**src/design/kbt_pkg.sv**
```systemverilog
// ----------------------------------------------------------------------------
// kbt_pkg - shared types and constants for the keyboard report key tracker
// Operation and status codes, usage ranges and the request/result records.
// ----------------------------------------------------------------------------
package kbt_pkg;

  // Report always carries six key slots
  localparam int unsigned ReportSlots = 6;

  // Usage ranges
  localparam logic [7:0] UsageKeyLo = 8'h04;
  localparam logic [7:0] UsageKeyHi = 8'h73;
  localparam logic [7:0] UsageModLo = 8'hE0;
  localparam logic [7:0] UsageModHi = 8'hE7;

  typedef enum logic [2:0] {
    OP_KEY_DOWN    = 3'd0,
    OP_KEY_UP      = 3'd1,
    OP_RELEASE_ALL = 3'd2,
    OP_XPORT_FAIL  = 3'd3,
    OP_DISCONNECT  = 3'd4
  } op_e;

  typedef enum logic [1:0] {
    ST_OK        = 2'd0,
    ST_BAD_USAGE = 2'd1,
    ST_LINK_DOWN = 2'd2,
    ST_NO_SLOT   = 2'd3
  } status_e;

  // One input request
  typedef struct packed {
    logic [2:0] operation;
    logic [7:0] usage_code;
    logic       link_ready;
  } req_t;

  // One result
  typedef struct packed {
    status_e                          status;
    logic                             report_valid;
    logic [7:0]                       modifier_byte;
    logic [ReportSlots-1:0][7:0]      key_slots;
  } result_t;

endpackage

```
**src/design/kbt_in_reg.sv**
```systemverilog
// ----------------------------------------------------------------------------
// kbt_in_reg - input request register
// Captures one request; refills in the same cycle the held one moves on.
// ----------------------------------------------------------------------------
module kbt_in_reg (
  input  logic           clk_i,
  input  logic           rst_ni,
  input  logic           valid_i,
  output logic           ready_o,
  input  kbt_pkg::req_t  req_i,
  input  logic           advance_i,
  output logic           valid_o,
  output kbt_pkg::req_t  req_o
);

  logic          valid_q;
  kbt_pkg::req_t req_q;

  // Free when empty or when the held request is consumed this cycle
  assign ready_o = !valid_q || advance_i;
  assign valid_o = valid_q;
  assign req_o   = req_q;

  // Control
  always_ff @(posedge clk_i or negedge rst_ni) begin
    if (!rst_ni) begin
      valid_q <= 1'b0;
    end else if (ready_o) begin
      valid_q <= valid_i;
    end
  end

  // Payload
  always_ff @(posedge clk_i) begin
    if (ready_o && valid_i) begin
      req_q <= req_i;
    end
  end

endmodule

```
**src/design/kbt_update.sv**
```systemverilog
// ----------------------------------------------------------------------------
// kbt_update - key state and per-request update logic
// Holds modifier mask and key slots; computes next state and the result.
// ----------------------------------------------------------------------------
module kbt_update #(
  parameter int unsigned KEY_SLOTS = 6
) (
  input  logic              clk_i,
  input  logic              rst_ni,
  input  logic              advance_i,
  input  kbt_pkg::req_t     req_i,
  output kbt_pkg::result_t  result_o
);

  logic [7:0]                 mod_q, mod_d;
  logic [KEY_SLOTS-1:0][7:0]  keys_q, keys_d;

  logic                 is_mod, is_key, valid_usage;
  logic [7:0]           mod_bit;
  logic [KEY_SLOTS-1:0] match, free, first_free;
  logic                 present;
  kbt_pkg::op_e         op;
  kbt_pkg::status_e     status;
  logic                 rep;

  // Usage decode
  assign is_mod  = (req_i.usage_code >= kbt_pkg::UsageModLo) &&
                   (req_i.usage_code <= kbt_pkg::UsageModHi);
  assign is_key  = (req_i.usage_code >= kbt_pkg::UsageKeyLo) &&
                   (req_i.usage_code <= kbt_pkg::UsageKeyHi);
  assign valid_usage = is_mod || is_key;
  assign mod_bit = 8'd1 << req_i.usage_code[2:0];
  assign op      = kbt_pkg::op_e'(req_i.operation);

  // Parallel slot compares and first-free pick
  always_comb begin
    for (int i = 0; i < KEY_SLOTS; i++) begin
      match[i] = (keys_q[i] == req_i.usage_code);
      free[i]  = (keys_q[i] == 8'd0);
    end
  end
  assign present    = |match;
  assign first_free = free & (~free + {{(KEY_SLOTS-1){1'b0}}, 1'b1});

  // Next state and status
  always_comb begin
    mod_d  = mod_q;
    keys_d = keys_q;
    status = kbt_pkg::ST_OK;
    rep    = 1'b0;
    case (op)
      kbt_pkg::OP_KEY_DOWN: begin
        if (!valid_usage) begin
          status = kbt_pkg::ST_BAD_USAGE;
        end else if (!req_i.link_ready) begin
          status = kbt_pkg::ST_LINK_DOWN;
        end else if (is_mod) begin
          mod_d = mod_q | mod_bit;
          rep   = 1'b1;
        end else if (present) begin
          rep = 1'b1;
        end else if (|free) begin
          for (int i = 0; i < KEY_SLOTS; i++) begin
            if (first_free[i]) keys_d[i] = req_i.usage_code;
          end
          rep = 1'b1;
        end else begin
          status = kbt_pkg::ST_NO_SLOT;
        end
      end
      kbt_pkg::OP_KEY_UP: begin
        if (!valid_usage) begin
          status = kbt_pkg::ST_BAD_USAGE;
        end else if (!req_i.link_ready) begin
          status = kbt_pkg::ST_LINK_DOWN;
        end else begin
          if (is_mod) begin
            mod_d = mod_q & ~mod_bit;
          end else begin
            for (int i = 0; i < KEY_SLOTS; i++) begin
              if (match[i]) keys_d[i] = 8'd0;
            end
          end
          rep = 1'b1;
        end
      end
      kbt_pkg::OP_RELEASE_ALL: begin
        mod_d  = '0;
        keys_d = '0;
        rep    = req_i.link_ready;
      end
      kbt_pkg::OP_XPORT_FAIL: begin
        if (!req_i.link_ready) begin
          status = kbt_pkg::ST_LINK_DOWN;
        end else begin
          mod_d  = '0;
          keys_d = '0;
          rep    = 1'b1;
        end
      end
      kbt_pkg::OP_DISCONNECT: begin
        mod_d  = '0;
        keys_d = '0;
      end
      default: begin
        status = kbt_pkg::ST_OK;
      end
    endcase
  end

  // Result: report reflects the updated state, zeros when not sent
  assign result_o.status        = status;
  assign result_o.report_valid  = rep;
  assign result_o.modifier_byte = rep ? mod_d : 8'd0;

  for (genvar j = 0; j < kbt_pkg::ReportSlots; j++) begin : g_slot
    if (j < KEY_SLOTS) begin : g_held
      assign result_o.key_slots[j] = rep ? keys_d[j] : 8'd0;
    end else begin : g_empty
      assign result_o.key_slots[j] = 8'd0;
    end
  end

  // State registers
  always_ff @(posedge clk_i or negedge rst_ni) begin
    if (!rst_ni) begin
      mod_q  <= '0;
      keys_q <= '0;
    end else if (advance_i) begin
      mod_q  <= mod_d;
      keys_q <= keys_d;
    end
  end

endmodule

```
**src/design/kbt_out_reg.sv**
```systemverilog
// ----------------------------------------------------------------------------
// kbt_out_reg - result register
// Holds one result until the downstream side takes it.
// ----------------------------------------------------------------------------
module kbt_out_reg (
  input  logic              clk_i,
  input  logic              rst_ni,
  input  logic              load_i,
  input  kbt_pkg::result_t  result_i,
  input  logic              ready_i,
  output logic              valid_o,
  output kbt_pkg::result_t  result_o
);

  logic             valid_q;
  kbt_pkg::result_t result_q;

  assign valid_o  = valid_q;
  assign result_o = result_q;

  // Control
  always_ff @(posedge clk_i or negedge rst_ni) begin
    if (!rst_ni) begin
      valid_q <= 1'b0;
    end else if (load_i) begin
      valid_q <= 1'b1;
    end else if (ready_i) begin
      valid_q <= 1'b0;
    end
  end

  // Payload
  always_ff @(posedge clk_i) begin
    if (load_i) begin
      result_q <= result_i;
    end
  end

endmodule

```
**src/design/keyboard_report_key_tracker_top.sv**
```systemverilog
// Path: an accepted request is held in the input reg, then its result is loaded into the result reg.
// Throughput: one request per cycle while the result side is not stalled; the combinational
// slot compare and first-free pick between the two registers allow this rate.
// Reset: asynchronous active low; clears modifier mask, all key slots and
// both register valids.
// ----------------------------------------------------------------------------
// keyboard_report_key_tracker_top - boot keyboard pressed-key tracker
// Tracks modifiers and key slots and emits one status/report per request.
// ----------------------------------------------------------------------------
module keyboard_report_key_tracker_top #(
  parameter int unsigned KEY_SLOTS = 6
) (
  input  logic        clk_i,
  input  logic        rst_ni,
  input  logic        s_axis_tvalid_i,
  output logic        s_axis_tready_o,
  // [2:0] operation, [10:3] usage_code, [11] link_ready, [15:12] zero
  input  logic [15:0] s_axis_tdata_i,
  output logic        m_axis_tvalid_o,
  input  logic        m_axis_tready_i,
  // [1:0] status, [2] report_valid, [10:3] modifier_byte,
  // [18:11] key_slot_0 ... [58:51] key_slot_5, [63:59] zero
  output logic [63:0] m_axis_tdata_o
);

  kbt_pkg::req_t    req_in, req_held;
  kbt_pkg::result_t result_d, result_q;
  logic             held_valid, advance;

  assign req_in.operation  = s_axis_tdata_i[2:0];
  assign req_in.usage_code = s_axis_tdata_i[10:3];
  assign req_in.link_ready = s_axis_tdata_i[11];

  // A held request moves on when the result register is free or draining
  assign advance = held_valid && (!m_axis_tvalid_o || m_axis_tready_i);

  kbt_in_reg u_in_reg (
    .clk_i     (clk_i),
    .rst_ni    (rst_ni),
    .valid_i   (s_axis_tvalid_i),
    .ready_o   (s_axis_tready_o),
    .req_i     (req_in),
    .advance_i (advance),
    .valid_o   (held_valid),
    .req_o     (req_held)
  );

  kbt_update #(
    .KEY_SLOTS (KEY_SLOTS)
  ) u_update (
    .clk_i     (clk_i),
    .rst_ni    (rst_ni),
    .advance_i (advance),
    .req_i     (req_held),
    .result_o  (result_d)
  );

  kbt_out_reg u_out_reg (
    .clk_i    (clk_i),
    .rst_ni   (rst_ni),
    .load_i   (advance),
    .result_i (result_d),
    .ready_i  (m_axis_tready_i),
    .valid_o  (m_axis_tvalid_o),
    .result_o (result_q)
  );

  // Pack result, first field lowest
  assign m_axis_tdata_o = {5'd0, result_q.key_slots, result_q.modifier_byte,
                           result_q.report_valid, result_q.status};

endmodule
```
**config.mk**
```make
export PLATFORM = sky130hd
export DESIGN_NAME = keyboard_report_key_tracker_top
export DESIGN_NICKNAME = d
export VERILOG_FILES = /design/src/design/kbt_pkg.sv /design/src/design/kbt_in_reg.sv /design/src/design/kbt_update.sv /design/src/design/kbt_out_reg.sv /design/src/design/keyboard_report_key_tracker_top.sv
export SDC_FILE = /design/constraint.sdc
export NUM_CORES = 1
export LEC_CHECK = 0
export ABC_AREA = 1
export BUFFER_PORTS_ARGS = -buffer_cell sky130_fd_sc_hd__buf_2
export CAP_MARGIN = 10
export CORE_MARGIN = 2
export CORE_UTILIZATION = 30
export DETAILED_ROUTE_END_ITERATION = 12
export PLACE_DENSITY_LB_ADDON = 0.08
export SYNTH_ARGS = -nofsm -noshare
export SYNTH_HDL_FRONTEND = slang
export SYNTH_SLANG_ARGS = --single-unit
```
**constraint.sdc**
```tcl
create_clock -name clk_i -period 8.2 [get_ports clk_i]
set_input_delay 1.23 -clock clk_i [delete_from_list [all_inputs] [get_ports clk_i]]
set_output_delay 1.23 -clock clk_i [all_outputs]
set_load 0.05 [all_outputs]
```
# Word level (Yosys, flattened, before mapping)
# Cells that the tools add are included.
# Widths: inputs -> output; s select.
# word_totals
output_inout_bits,66
inputBits,20
word_cells,110
regBits,129
# classes
magnitude_cmp,4
n_eq_ne,10
bitwise_logic,5
addsub,1
n_mux,48
shifts,1
reduce_logical,20
# ops
op,n
$mux 48,9
$pmux 48 s4,1
$mux 8,19
$eq 8x8->1,6
$logic_not 8->1,6
$pmux 8 s4,1
$mux 2,7
$reduce_or 6->1,2
$mux 1,9
$and 8x8->8,1
$ge 8x3->1 const B,1
$ge 8x8->1 const B,1
$le 8x7->1 const B,1
$le 8x8->1 const B,1
$not 8->8,1
$or 8x8->8,1
$shl 1x3->8 const A,1
$add 6x1->6 const B,1
$and 6x6->6,1
$eq 3x2->1 const B,2
$not 6->6,1
$pmux 2 s3,1
$logic_and 1x1->1,4
$pmux 1 s4,1
7 further kinds,10

# Depth between registers and ports, before layout
# Gate-level depths: netlist (run 1).
# depth
depth_word,11
ltp_mapped,16
depth_no_buf,15

# Modules after synthesis
# From an unflattened synthesis (run 1), not the netlist that was laid out.
# hier_totals
cells_unflattened,1101
area_unflattened_um2,8107.8
# modules_own_cells
mod,n_inst,cells_per_inst,area_each_um2,seq_area_each_um2
kbt_update,1,1010,5833.1,1401.3
kbt_out_reg,1,64,1811.7,1796.7
kbt_in_reg,1,18,405.4,385.4
keyboard_report_key_tracker_top,1,9,57.6,0.0

# Worst setup path after synthesis (run 1)
# OpenSTA, ideal clock, no wires.
# synth_timing
kind,input port to flip-flop
start,in m_axis_tready_i
end,reg u_out_reg.result_o[0] (netlist name)
required_ns,7.754
path_slack_ns,4.193
t_arrival_ns,3.562
path_stages,6
setup_time_ns,0.446
path_buffers,2
path_cell_list,inv_1 nand2_1 nand2_1 inv_1 clkbuf_1 buf_1
# synth_via
elab_chain_len,2
# synth_lines
element,line_no,source
from (decl),keyboard_report_key_tracker_top.sv:20,"input logic m_axis_tready_i,"
$logic_or 1x1->1,keyboard_report_key_tracker_top.sv:35,assign advance = held_valid && (!m_axis_tvalid_o || m_axis_tready_i);
$logic_and 1x1->1,keyboard_report_key_tracker_top.sv:35,
via advance,keyboard_report_key_tracker_top.sv:28,"logic held_valid, advance;"
# The timed path passes the listed nets, and every way through them passes these cells.
# A chain may end at the register's enable or synchronous reset.

# Final worst setup path (run 1)
# layout_timing
start,"reg u_in_reg.req_q, in the netlist u_in_reg.req_o[10]"
end,reg u_out_reg.result_o[2] (netlist name)
# layout_via
elab_chain_len,3
word_cells_on_any_way,8
cone_classes,4 x eq/ne; 2 x mux; 2 x reduce/logical
# layout_lines
element,line_no,source
from (decl),kbt_in_reg.sv:17,kbt_pkg::req_t req_q;
from (signal assigned),kbt_in_reg.sv:36,req_q <= req_i;
$eq 3x3->1 or $eq 3x2->1 (tied branches),kbt_update.sv:51,case (op)
$reduce_or 2->1 (no source line),n/a,
$pmux 48 s4,kbt_update.sv:51,
# Parallel ways exist; a longest one is shown, timed or not.

==> metrics, run 1 <==
run status=completed; # H-tree levels=4; Sequential Area=3580 sq um; Worst Path Required=8.47 ns; Port Buffers=76; Worst Setup Start Kind=flop; CTS max path bufs=2; Mapped Cells=917; vias per cell=4.64; critical path arrival=3.73 ns; Die W=159 um; top-area cell type share of the netlist area=29.4%; die height=159 um; Post-synth top cells=nand2_1 (318), nor2_1 (92), inv_1 (77); final wirelength=21500 um; PwrDens=254 nW/um^2; sequential fraction of the synthesis area=49.4%; Hold Path Class=reg2reg; distinct cell type count after synthesis=37; pin count of the biggest net entering global routing=77; clock skew=0.0167 ns; Post-synth top flop=edfxtp_1; final hold violation count=0; global-route usage over all layers=17.2%; Clock transition at path regs=0.06 ns; clk_lat worst skew=0.43 ns; row cnt=56; antenna cells=0; ratio of cells with drive above 1 in the final layout=15.5%; multi-input combinational cell area=3110 sq um; CP Class=reg2reg; hold buffer count at CTS=0; vias in the first global route=5796; first-pass GRT wire length=34000 um; Tcrit/Tclk final=42.2%; 1st-iter DRT viols=361; Clock Tree Root=clkbuf_16; fill count=2550; drt wl/cell=16.4 um; # DRC=0; number of flops mapped to enable cells by yosys=71; Tmin final=3.46 ns; synthesized area=7250 sq um; Max-Cap Viols=0; Layout area overhead=16.5%; Synth area leaders=edfxtp_1 (29%), dfrtp_1 (20%), nand2_1 (16%), nor2_1 (4.8%), inv_1 (4.0%); Die ar.=25400 sq um; final setup fails=0; GP Congestion=0.872; Setup Buffers After CTS=0; DR pass1 iterations=4; I/O Pins=86; worst vdd ir=0.129 mV; P_leak=0.00381 uW; Total Power=2140 uW; FMAX=289 MHz; leading area contributor after synthesis=edfxtp_1; GRT overflow=0; Worst-Margin Slew=1.12 ns; Synth warnings=0; crit path capture type=flop; mean post-synth cell area=7.91 sq um; Synth Register Bits=129; FFs w/ async S/R, synth=45.0%; unrepaired setup endpoints after global routing=no; max-slew violations=0; clock sink count=129; Slew headroom=24.2%; Via Count=6107; CTS tree=built; initial core utilization=30.7%; # nets final=1004; CTS resizes=0; initial antenna violation count=0; Routed Antenna Nets=0; Post-Route Setup TNS=0 ns; most frequent cell after synthesis=nand2_1; Detailed Place HPWL=14600 um; CTS buffer count=17; core area=23600 sq um; crit-path max FO=18
cell families (layout without fill, tap and decap cells):
kind of cell,after synthesis,count (layout),synth area share (%)
buffers and inverters,126,202,7.94
other,1,5,0.0517
xor gates and xnor gates,29,29,3.50
AOI/OAI and AO/OA,115,115,8.75
DFF,129,129,49.4
and+or+nand+nor,517,517,30.3
worst max-delay path, cell delays in order, from the launching register on:
cell      delay (ns)
edfxtp_1        0.45
nor2_1          0.24
inv_1           0.08
nor2_2          0.76
inv_2           0.39
o21ai_0         0.99
nand3b_1        0.21
nand2_1         0.08
nor2_1          0.10
per-stage QoR:
step	util, %	hold WS, ns	cells	worst slack, ns	cell area [sq um]
floorplan	-	0.493	921	4.19	7270
global placement	33.2	0.519	1284	4.60	7850
detailed placement	33.2	0.510	1284	4.62	7850
CTS	35.8	0.538	1316	4.72	8450
global route	35.8	0.572	1316	4.50	8450
finish	35.8	0.538	1316	4.74	8450
registers in the layout, summed over array words and instances (netlist names):
name,cells
u_in_reg.req_o,12
u_in_reg.valid_o,1
u_out_reg.result_o,59
u_out_reg.valid_o,1
u_update.keys_q,48
u_update.mod_q,8
power by group:
group	total, uW	switching [uW]	internal [uW]
clock	789	297	491
sequential	828	63.2	765
combinational	527	403	125
cells in the final DEF (no fill, tap or decap), types with 7 or more instances in the layout:
cell type and count:
o21bai_1 7, nand4_1 18, xor2_1 14, edfxtp_1 71
dfrtp_1 58, o21ai_0 22, nor2_2 13, nor2_1 92
nand2_1 317, buf_2 76, xnor2_1 15, nand2_2 8
inv_2 11, clkbuf_16 17, inv_1 76, o211ai_1 7
nand3_1 50, a21oi_1 49, o21ai_1 17
final timing paths:
| kind | start | to | slack, ns | depth (start not counted) |
|---|---|---|---|---|
| max in group asynchronous | rst_ni | u_update.keys_q[3]$_DFFE_PN0P_ | 6.63 | 2 |
| setup / recovery | u_in_reg.req_o[10]$_DFFE_PP_ | u_out_reg.result_o[2]$_SDFFCE_PN0P_ | 4.74 | 8 |
| min in group asynchronous | rst_ni | u_update.keys_q[40]$_DFFE_PN0P_ | 0.99 | 2 |
| hold / removal | u_update.mod_q[5]$_DFFE_PN0P_ | u_update.mod_q[5]$_DFFE_PN0P_ | 0.54 | 2 |
| hold reg to reg | u_update.mod_q[5]$_DFFE_PN0P_ | u_update.mod_q[5]$_DFFE_PN0P_ | 0.54 | 2 |
| setup reg to reg | u_in_reg.req_o[10]$_DFFE_PP_ | u_out_reg.result_o[2]$_SDFFCE_PN0P_ | 4.74 | 8 |
layout make-up:
type	count	area share (%)
Sequential cell	129	42.4
Multi-Input combinational cell	666	36.8
Clock buffer	21	5.45
Timing Repair Buffer	81	4.95
Tap cell	319	4.72
Inverter	89	4.01
Clock inverter	11	1.63
layer usage:
layer / track usage, % / up-vias / wire length [um]
li1: - / 3098 / -
met1: 25.1 / 2854 / 10600
met2: 26.4 / 143 / 9720
met3: 2.76 / 12 / 896
met4: 4.79 / 0 / 286
met5: 0 / - / 0
(Power assumes the default switching activity.)
==> run 2, diff against run 1 <==
==> constraint.sdc (replaced) <==
create_clock -name clk_i -period 3.45 [get_ports clk_i]
set_input_delay 0.5175 -clock clk_i [delete_from_list [all_inputs] [get_ports clk_i]]
set_output_delay 0.5175 -clock clk_i [all_outputs]
set_load 0.05 [all_outputs]
==> run 2 against run 1 <==
  * Final area increased by 1.0%
  * Critical path depth increased by 5
  * Clock skew decreased by 0.0051 ns
  * Total power increased by 130%
  * Sequential share of layout area decreased by 0.44 points
  * Largest power group unchanged
  * Maximum frequency increased by 22%
  * Worst hold slack got worse by 0.35 ns
  * Critical path type unchanged
==> metrics, run 2 (synthesized netlist as in run 1, its figures left out) <==
clk_lat worst skew=0.42 ns; # nets final=1015; first-pass GRT wire length=34500 um; commonest non-fill, non-tap cell in the layout=nand2_1; Worst-Margin Slew=0.840 ns; initial antenna violation count=0; Post-Route Setup TNS=0 ns; # H-tree levels=4; die height=159 um; CTS tree=built; crit-path max FO=16; reg-to-reg startpoint=u_in_reg.req_o[4]$_DFFE_PP_; crit path capture type=flop; max reg flops=59; pin count of the biggest net entering global routing=60; met2 usage=25.8%; antenna cells=0; total placed cells including tap cells=1295; Tcrit/Tclk final=82.1%; met1 usage=25.2%; core area=23600 sq um; reg-to-reg endpoint=u_out_reg.result_o[37]$_SDFFCE_PN0P_; Tmin final=2.83 ns; crit-path cells=nand2_1 > nand4_1 > nor2_1 > nand2_1 > nand2_1 > nor2_4 > nand2_4 > nor2_8 > nand2_2 > nand2_2 > nand2_1 > nand2_1 > nor2_1; slowest CP cell=edfxtp_1; Setup Buffers After CTS=0; Detailed Place HPWL=15100 um; Slew headroom=44.0%; 1st-iter DRT viols=446; DR pass1 iterations=5; Max-Cap Viols=0; critical path arrival=3.00 ns; FMAX=353 MHz; Clock Tree Root=clkbuf_16; GRT overflow=0; Clock transition at path regs=0.06 ns; hold buffer count at CTS=0; drt wl/cell=16.4 um; final hold violation count=0; Total Power=5030 uW; ratio of cells with drive above 1 in the final layout=16.3%; global-route usage over all layers=17.5%; Worst Setup Start Kind=flop; CTS resizes=0; commonest non-fill, non-tap cells in the layout=nand2_1 (317), nor2_1 (92), inv_1 (76), buf_2 (76), edfxtp_1 (71); final wirelength=21700 um; Via Count=6134; Die W=159 um; CP max stage delay=0.90 ns; initial core utilization=30.7%; Routed Antenna Nets=0; vias per cell=4.62; unrepaired setup endpoints after global routing=no; PwrDens=589 nW/um^2; run status=completed; Reg2Reg Depth=13; clock sink count=129; GP Congestion=0.880; fill count=2480; Die ar.=25400 sq um; Hold Path Class=in2async; vias in the first global route=5900; Port Buffers=76; I/O Pins=86; P_leak=0.00386 uW; GR met3 Demand/Resource=3.59%; final setup fails=0; Worst Path Required=3.62 ns; Layout area overhead=17.7%; max-slew violations=0; flop2flop setup slack=0.62 ns; # DRC=0; worst vdd ir=0.287 mV; CTS max path bufs=2; CP Class=reg2reg; row cnt=56; most used cell, CP=nand2_1; clock skew=0.0116 ns; Layout Cells excl Fill=1327; CTS buffer count=17; final core area utilization=36.1%; GRT busiest layer=met2
-- run 2: cell count changes in the layout (fill, tap and decap cells not counted) --
cell       before  now
buf_4           5   13
buf_12          0    3
bufinv_16       3    2
clkbuf_1        2    3
clkbuf_8        2    1
clkinv_1        0    1
clkinv_2        5    4
clkinv_4        0    1
-- run 2: worst max path at each step --
stage / startpoint / to / slack (ns)
CTS: u_in_reg.req_o[4]$_DFFE_PP_ / u_out_reg.result_o[38]$_SDFFCE_PN0P_ / 0.64
finish: u_in_reg.req_o[4]$_DFFE_PP_ / u_out_reg.result_o[37]$_SDFFCE_PN0P_ / 0.62
global placement: u_in_reg.req_o[4]$_DFFE_PP_ / u_out_reg.result_o[38]$_SDFFCE_PN0P_ / 0.67
detailed placement: u_in_reg.req_o[3]$_DFFE_PP_ / u_out_reg.result_o[38]$_SDFFCE_PN0P_ / 0.65
floorplan: u_out_reg.valid_o$_DFFE_PN0P_ / u_out_reg.result_o[0]$_SDFFCE_PN0P_ / 0.05
global route: u_in_reg.req_o[5]$_DFFE_PP_ / u_out_reg.result_o[37]$_SDFFCE_PN0P_ / 0.41
-- run 2: per-layer routing --
layer  part of all wire [%]  routed length, um  up-vias
met1                     50              10900     2856
met2                     44               9470      128
met5                      0                  0        -
met3                    3.7                797       26
li1                       -                  -     3124
met4                    2.5                543        0
-- run 2: layout make-up --
| class | instances | area, sq um | area share, % |
|---|---|---|---|
| sequential | 129 | 3580 | 42.0 |
| clock inverter | 11 | 115 | 1.35 |
| timing repair buffer | 92 | 538 | 6.30 |
| clock buffer | 21 | 450 | 5.28 |
| tap | 319 | 399 | 4.68 |
| multi-input combinational | 666 | 3110 | 36.4 |
| inverter | 89 | 339 | 3.97 |
-- run 2: report_power, final --
| group | total, uW | switching, uW | internal, uW |
|---|---|---|---|
| combinational | 1290 | 975 | 319 |
| sequential | 1960 | 143 | 1820 |
| clock | 1780 | 699 | 1080 |
| total | 5030 | 1820 | 3210 |
-- run 2: through the flow --
stage | setup slack, ns | instance area [sq um] | hold WS, ns
finish | 0.616 | 8540 | 0.186
CTS | 0.641 | 8540 | 0.208
global placement | 0.670 | 7970 | 0.518
global route | 0.413 | 8540 | 0.226
floorplan | 0.0543 | 7270 | 0.222
detailed placement | 0.654 | 7970 | 0.519
-- run 2: worst max-delay path, delay by kind of cell, from the launching register on --
| kind | cells | cell delay (ns) |
|---|---|---|
| and+or+nand+nor | 13 | 1.70 |
| DFF | 1 | 0.90 |
